===== src/rtl/tsa_pkg.sv =====
`default_nettype none
package tsa_pkg;

  localparam int SLOT_COUNT   = 10;
  localparam int STAMP_BITS   = 32;
  localparam int CFG_BITS     = 32;
  localparam int FRAME_BITS   = 32;
  localparam int IDX_BITS     = $clog2(SLOT_COUNT);
  localparam int OUT_IDX_BITS = 4;
  localparam int CMP_BITS     = (STAMP_BITS > CFG_BITS) ? STAMP_BITS : CFG_BITS;
  localparam int LFSR_BITS    = 16;
  localparam logic [LFSR_BITS-1:0] LFSR_SEED = 16'hACE1;
  localparam int CFG_RESET    = 480;

  localparam logic CMD_AGE   = 1'b0;
  localparam logic CMD_CLAIM = 1'b1;

  // search word handed from cell to cell
  typedef struct packed {
    logic                  valid;
    logic                  cmd;
    logic [STAMP_BITS-1:0] now;
    logic [CFG_BITS-1:0]   half;
    logic                  free_found;
    logic [IDX_BITS-1:0]   free_idx;
    logic [STAMP_BITS-1:0] min_stamp;
    logic [IDX_BITS-1:0]   min_idx;
    logic                  same;
    logic [STAMP_BITS-1:0] first_stamp;
  } scan_t;

  // slot update broadcast at the end of a claim
  typedef struct packed {
    logic                  en;
    logic [IDX_BITS-1:0]   idx;
    logic [STAMP_BITS-1:0] stamp;
  } wr_t;

  function automatic logic [LFSR_BITS-1:0] lfsr_next(input logic [LFSR_BITS-1:0] s);
    logic b;
    b = s[0] ^ s[2] ^ s[3] ^ s[5];
    return {b, s[LFSR_BITS-1:1]};
  endfunction

endpackage
`default_nettype wire


===== src/rtl/tsa_cell.sv =====
`default_nettype none
module tsa_cell (
  input  wire                           clk,
  input  wire                           rst,
  input  wire  [tsa_pkg::IDX_BITS-1:0]  index,
  input  tsa_pkg::scan_t                scan_in,
  input  tsa_pkg::wr_t                  wr,
  output tsa_pkg::scan_t                scan_out
);
  import tsa_pkg::*;

  logic                  busy;
  logic [STAMP_BITS-1:0] stamp;

  logic                  head;
  logic [STAMP_BITS-1:0] age;
  logic                  expire;
  scan_t                 scan_next;

  assign head   = (index == '0);
  assign age    = scan_in.now - stamp;
  assign expire = scan_in.valid && (scan_in.cmd == CMD_AGE) && (stamp != '0) &&
                  (CMP_BITS'(age) > CMP_BITS'(scan_in.half));

  always_comb begin
    scan_next = scan_in;
    if (scan_in.cmd == CMD_CLAIM) begin
      if (head) begin
        scan_next.first_stamp = stamp;
        scan_next.same        = 1'b1;
      end else if (stamp != scan_in.first_stamp) begin
        scan_next.same = 1'b0;
      end
      if (stamp < scan_in.min_stamp) begin
        scan_next.min_stamp = stamp;
        scan_next.min_idx   = index;
      end
      if (!scan_in.free_found && !busy) begin
        scan_next.free_found = 1'b1;
        scan_next.free_idx   = index;
      end
    end
  end

  always_ff @(posedge clk) begin
    if (rst) begin
      busy  <= 1'b0;
      stamp <= '0;
    end else if (expire) begin
      busy  <= 1'b0;
      stamp <= '0;
    end else if (wr.en && (wr.idx == index)) begin
      busy  <= 1'b1;
      stamp <= wr.stamp;
    end
  end

  always_ff @(posedge clk) begin
    if (rst) begin
      scan_out.valid <= 1'b0;
    end else begin
      scan_out <= scan_next;
    end
  end

endmodule
`default_nettype wire


===== src/rtl/timed_slot_allocator_oldest_replace.sv =====
// Flow: the search word passes the head register and then the register of each slot cell; an
//   age-out word is done when it leaves the tail, and a claim then goes through ST_DONE, with
//   ST_MOD first when no slot is free and all stamps are equal (LFSR modulo), to load its result.
// Throughput: one word at a time; the next word is taken only once the state is back in ST_IDLE,
//   and ST_DONE holds a claim while the result register is not free.
// Reset (synchronous, active high): all slots free, stamps zero, LFSR 0xACE1, erase_count 480.
`default_nettype none
module timed_slot_allocator_oldest_replace (
  input  wire         clk,
  input  wire         rst,
  // configuration: erase_count
  input  wire         cfg_we,
  input  wire  [31:0] cfg_wdata,
  // input stream
  input  wire         s_tvalid,
  output logic        s_tready,
  input  wire  [31:0] s_tdata,   // [31:0] frame_now
  input  wire  [0:0]  s_tuser,   // [0] cmd
  // result stream
  output logic        m_tvalid,
  input  wire         m_tready,
  output logic [7:0]  m_tdata,   // [3:0] slot_index, [7:4] zero
  output logic [0:0]  m_tuser    // [0] replaced
);
  import tsa_pkg::*;

  localparam logic [1:0] ST_IDLE = 2'd0;
  localparam logic [1:0] ST_SCAN = 2'd1;
  localparam logic [1:0] ST_MOD  = 2'd2;
  localparam logic [1:0] ST_DONE = 2'd3;

  // reciprocal of the slot count, exact for every LFSR value
  localparam int RECIP_SHIFT = LFSR_BITS + IDX_BITS;
  localparam int RECIP_BITS  = LFSR_BITS + 1;
  localparam int PROD_BITS   = LFSR_BITS + RECIP_BITS;
  localparam logic [RECIP_BITS-1:0] RECIP =
    RECIP_BITS'((2 ** RECIP_SHIFT + SLOT_COUNT - 1) / SLOT_COUNT);

  logic [1:0]            state;
  logic [CFG_BITS-1:0]   erase_count;
  logic [LFSR_BITS-1:0]  lfsr;
  logic [STAMP_BITS-1:0] cur_now;
  logic [IDX_BITS-1:0]   res_idx;
  logic                  res_replaced;
  logic [LFSR_BITS-1:0]  rem;

  scan_t scan_head;
  scan_t chain [SLOT_COUNT+1];
  scan_t tail;
  wr_t   wr;

  logic                  accept;
  logic                  out_free;
  logic [PROD_BITS-1:0]  quo_prod;
  logic [LFSR_BITS-1:0]  quo;
  logic [LFSR_BITS-1:0]  rem_mod;
  logic [LFSR_BITS-1:0]  lfsr_adv;
  logic [IDX_BITS+OUT_IDX_BITS-1:0] idx_wide;

  assign s_tready = (state == ST_IDLE);
  assign accept   = s_tvalid && s_tready;
  assign out_free = !m_tvalid || m_tready;
  assign tail     = chain[SLOT_COUNT];
  assign lfsr_adv = lfsr_next(lfsr);

  // reduce the advanced LFSR modulo the slot count by reciprocal multiplication
  assign quo_prod = PROD_BITS'(rem) * PROD_BITS'(RECIP);
  assign quo      = LFSR_BITS'(quo_prod >> RECIP_SHIFT);
  assign rem_mod  = rem - LFSR_BITS'(quo * LFSR_BITS'(SLOT_COUNT));

  // commit the granted slot as the result word is loaded
  assign wr.en    = (state == ST_DONE) && out_free;
  assign wr.idx   = res_idx;
  assign wr.stamp = cur_now;

  assign idx_wide = {{OUT_IDX_BITS{1'b0}}, res_idx};

  // row of slot cells; the search word enters at the head and leaves at the tail
  assign chain[0] = scan_head;

  for (genvar i = 0; i < SLOT_COUNT; i++) begin : g_slot
    tsa_cell u_cell (
      .clk      (clk),
      .rst      (rst),
      .index    (IDX_BITS'(i)),
      .scan_in  (chain[i]),
      .wr       (wr),
      .scan_out (chain[i+1])
    );
  end

  always_ff @(posedge clk) begin
    if (rst) begin
      erase_count <= CFG_BITS'(CFG_RESET);
    end else if (cfg_we) begin
      erase_count <= cfg_wdata;
    end
  end

  // inject the search word for one cycle on acceptance
  always_ff @(posedge clk) begin
    if (rst) begin
      scan_head.valid <= 1'b0;
    end else begin
      scan_head.valid       <= accept;
      scan_head.cmd         <= s_tuser[0];
      scan_head.now         <= STAMP_BITS'(s_tdata);
      scan_head.half        <= erase_count >> 1;
      scan_head.free_found  <= 1'b0;
      scan_head.free_idx    <= '0;
      scan_head.min_stamp   <= '1;
      scan_head.min_idx     <= '0;
      scan_head.same        <= 1'b1;
      scan_head.first_stamp <= '0;
    end
  end

  always_ff @(posedge clk) begin
    if (accept) begin
      cur_now <= STAMP_BITS'(s_tdata);
    end
  end

  // raise the result word when loaded, drop it once taken
  always_ff @(posedge clk) begin
    if (rst) begin
      m_tvalid <= 1'b0;
    end else if ((state == ST_DONE) && out_free) begin
      m_tvalid <= 1'b1;
    end else if (m_tready) begin
      m_tvalid <= 1'b0;
    end
  end

  always_ff @(posedge clk) begin
    if (rst) begin
      state    <= ST_IDLE;
      lfsr     <= LFSR_SEED;
    end else begin
      unique case (state)
        ST_IDLE: begin
          if (accept) begin
            state <= ST_SCAN;
          end
        end
        ST_SCAN: begin
          if (tail.valid) begin
            priority if (tail.cmd == CMD_AGE) begin
              state <= ST_IDLE;
            end else if (tail.free_found) begin
              res_idx      <= tail.free_idx;
              res_replaced <= 1'b0;
              state        <= ST_DONE;
            end else if (tail.same) begin
              // all stamps equal: advance the LFSR and reduce it modulo the slot count
              lfsr         <= lfsr_adv;
              rem          <= lfsr_adv;
              res_replaced <= 1'b1;
              state        <= ST_MOD;
            end else begin
              res_idx      <= tail.min_idx;
              res_replaced <= 1'b1;
              state        <= ST_DONE;
            end
          end
        end
        ST_MOD: begin
          res_idx <= rem_mod[IDX_BITS-1:0];
          state   <= ST_DONE;
        end
        ST_DONE: begin
          // hold until the result register is free
          if (out_free) begin
            m_tdata  <= 8'(idx_wide[OUT_IDX_BITS-1:0]);
            m_tuser  <= res_replaced;
            state    <= ST_IDLE;
          end
        end
        default: begin
          state <= ST_IDLE;
        end
      endcase
    end
  end

endmodule
`default_nettype wire

===== config.mk =====
export PLATFORM = sky130hd
export DESIGN_NAME = timed_slot_allocator_oldest_replace
export DESIGN_NICKNAME = d
export VERILOG_FILES = /design/src/rtl/tsa_pkg.sv /design/src/rtl/tsa_cell.sv /design/src/rtl/timed_slot_allocator_oldest_replace.sv
export SDC_FILE = /design/constraint.sdc
export NUM_CORES = 2
export LEC_CHECK = 0
export BUFFER_PORTS_ARGS = -buffer_cell sky130_fd_sc_hd__buf_2
export CORE_UTILIZATION = 50
export CTS_CLUSTER_SIZE = 28
export DETAILED_ROUTE_END_ITERATION = 6
export PLACE_DENSITY = 0.67
export SYNTH_ARGS = -nofsm -noshare
export SYNTH_HDL_FRONTEND = slang
export SYNTH_SLANG_ARGS = --single-unit

===== constraint.sdc =====
create_clock -name clk -period 56.4 [get_ports clk]
set_input_delay 8.46 -clock clk [delete_from_list [all_inputs] [get_ports clk]]
set_output_delay 8.46 -clock clk [all_outputs]
set_load 0.01 [all_outputs]

==> flow_metrics.env <==
export IMPL_status="complete, no violations"
export IMPL_worst_ep_required_time_ns=56.86
export IMPL_core_area_sq_um=190000
export IMPL_min_period_over_period_pct=24.6
export IMPL_post_synth_top_area_cell="edfxtp_1"
export IMPL_synth_seq_cells=1735
export IMPL_power_frac_comb_pct=11.2
export IMPL_multi_input_area_sq_um=42900
export IMPL_start_util_pct=50.4
export IMPL_ir_drop_mv=0.0292
export IMPL_numCtsBuffers=181
export IMPL_p_sw_mw=0.781
export IMPL_hold_class="reg -> reg"
export IMPL_place_ws_ns=41.59
export IMPL_io_pins=81
export IMPL_synth_most_common_cell="edfxtp_1"
export IMPL_cts_hold_buf=0
export IMPL_wl_per_cell_microns=24.4
export IMPL_drt_pre_antenna_iters=6
export IMPL_io_buffers=75
export IMPL_fin_crit_ns=13.88
export IMPL_clk_pin_slew_ns=0.06
export IMPL_synthTopCellsByCount="edfxtp_1 (1344), inv_1 (1117), ha_1 (984), mux2i_1 (563), nor2_1 (459)"
export IMPL_routed_wl_mm=273
export IMPL_finalMaxSlewViolations=0
export IMPL_final_util_pct=55.4
export IMPL_crit_end="g_slot[0].u_cell.scan_out[2]$_SDFFCE_PN0N_"
export IMPL_drive_above_1_share_pct=6.16
export IMPL_drt_met1_wl_mm=110
export IMPL_root_buffer="clkbuf_16"
export IMPL_reg2reg_to="res_idx[3]$_DFFE_PP_"
export IMPL_relSlewSlack_pct=14.8
export IMPL_fmaxAchievable_mhz=72.0
export IMPL_finClkSkew_ns=0.0353
export IMPL_seq_area_frac_synth_pct=50.3
export IMPL_final_setup_tns_ns=0
export IMPL_setup_slack_ns=42.52
export IMPL_worst_path_max_fanout=86
export IMPL_power_mw=3.05
export IMPL_hold_viol_final=0
export IMPL_ys_types=95
export IMPL_clk_path_buf_depth=3
export IMPL_layout_area_seq_sq_um=48200
export IMPL_place_inst=10800
export IMPL_fp_dieW_microns=440
export IMPL_synthArstFlopShare_pct=0
export IMPL_dieArea_sq_um=193000
export IMPL_syn2layout_area_growth_pct=9.98
export IMPL_drtIter0Drc=4434
export IMPL_track_usage_pct=28.1
export IMPL_fin_cells=11200
export IMPL_hpwl_mm=222
export IMPL_startpoint="rst"
export IMPL_end_kind="flip-flop"
export IMPL_tightestPinTransition_ns=1.27
export IMPL_rsz0062_at_grt="false"
export IMPL_worstSetupStartpointType="primary input"
export IMPL_avgViaCountPerCell=5.61
export IMPL_cts_resized=0
export IMPL_r2r_slack_ns=48.58
export IMPL_die_h_microns=440
export IMPL_globalplace_congestion=1.03
export IMPL_cts_max_level=4
export IMPL_reg2reg_from="rem[8]$_DFFE_PP_"
export IMPL_p_seq_share_pct=49.0
export IMPL_critPathKind="in -> reg"
export IMPL_grt_max_degree=155
export IMPL_nets=9631
export IMPL_synth_edf_count=1344
export IMPL_p_int_mw=2.27
export IMPL_yosys_most_used_dff="edfxtp_1"
export IMPL_drtAntennaViolNets=0
export IMPL_leakage_nw=45.9
export IMPL_syn_area_sq_um=95800
export IMPL_r2r_cells=26
export IMPL_clock_sinks=1735
export IMPL_clkPwrFrac_pct=39.8
export IMPL_wl_met3_mm=10.3
export IMPL_finalSetupViolCount=0
export IMPL_post_cts_buffers=0
export IMPL_clock_latency_ns=0.86
export IMPL_drc=0
export IMPL_cap_violations=0
export IMPL_grt_overflow=0
export IMPL_arrival_ns=14.35
export IMPL_rows=160
export IMPL_p_sw_share_pct=25.6
export IMPL_vias=62700
export IMPL_cts_tree="yes"
export IMPL_syn_mean_instance_area_sq_um=11.5
export IMPL_fillers=16100
export IMPL_met2_length_mm=131
export IMPL_synth_top_area_share_pct=42.1
export IMPL_powerDensity_nw_per_um2=28.9
export IMPL_grt_pass1_vias=63400
export IMPL_yosysWarnings=0
export IMPL_antenna_found_initial=2
export IMPL_grt_pass1_wl_mm=398
export IMPL_netlist_instances=8349
export IMPL_highest_layer="met5"
export IMPL_synthTopCellsByArea="edfxtp_1 (42%), ha_1 (13%), dfxtp_1 (8.2%), mux2i_1 (5.9%), inv_1 (4.4%)"
## cell families (layout without fill, tap and decap cells)
group | Yosys count | count (layout) | share of synthesized area (%)
AOI/OAI and AO/OA | 1374 | 1374 | 9.54
xor gates and xnor gates | 571 | 571 | 5.22
adders and majority gates | 1058 | 1058 | 14.4
buffers and inverters | 1285 | 1596 | 5.16
DFF | 1735 | 1735 | 50.3
muxes | 580 | 580 | 6.08
other | 1 | 8 | 0.00391
and+or+nand+nor | 1745 | 1745 | 9.31
## power groups by stage
stage,clock network (mW),logic [mW],registers [mW]
final,1.21,0.341,1.49
after global routing,1.28,0.373,1.50
after CTS,1.23,0.339,1.49
after detailed placement,0,0.337,1.52
after global placement,0,0.329,1.52
after floorplan,0,0.237,1.56
## stage by stage
step	hold WS, ns	instance area, sq um
floorplan	0.400	95800
global placement	0.402	99300
detailed placement	0.412	99300
CTS	0.426	105000
global route	0.429	105000
finish	0.423	105000
## registers in the layout, summed over array words and instances, names as in the netlist, named ones only
signal	flops
chain	65
cur_now	32
erase_count	31
g_slot.u_cell.busy	10
g_slot.u_cell.scan_out	1232
g_slot.u_cell.stamp	320
lfsr	16
m_tdata	4
m_tuser	1
m_tvalid	1
rem	16
res_idx	4
res_replaced	1
state	1
## cell usage in the layout (no fill, tap or decap), types with 300 or more instances in the layout
cell type     n
edfxtp_1   1344
dfxtp_1     391
nor2_1      456
xor2_1      385
ha_1        984
inv_1      1116
mux2i_1     562
a21oi_1     394
a21o_1      300
nand2_1     309
## routing by layer
metal / vias to the layer above / GRT usage, %
met4: 4 / 19.1
li1: 30300 / -
met1: 30000 / 33.5
met5: - / 0
met3: 650 / 2.79
met2: 1778 / 48.0
## how the worst min path moves through the flow
stage / startpoint / to / depth (start not counted)
2_1_floorplan: res_replaced$_DFFE_PP_ / m_tuser$_DFFE_PP_ / 0
5_1_grt: res_replaced$_DFFE_PP_ / m_tuser$_DFFE_PP_ / 0
3_3_place_gp: res_replaced$_DFFE_PP_ / m_tuser$_DFFE_PP_ / 0
6_report: res_replaced$_DFFE_PP_ / m_tuser$_DFFE_PP_ / 0
4_1_cts: erase_count[5]$_SDFFE_PP1P_ / chain[1478]$_DFFE_PN_ / 0
3_5_place_dp: res_replaced$_DFFE_PP_ / m_tuser$_DFFE_PP_ / 0
## critical path: stages
cell	delay, ns
buf_4	0.20
inv_8	0.38
buf_4	0.82
buf_4	0.75
buf_4	0.71
buf_4	0.89
buf_4	0.96
buf_4	0.79
## cell type report
cell class	count	area share, %
antenna	4	0.00950
clock inverter	107	1.14
multi-input combinational	5332	40.7
inverter	1117	3.99
sequential	1735	45.7
timing repair buffer	136	0.817
tap	2511	2.98
clock buffer	236	4.64
No activity file was read; power rests on OpenSTA's default activity.
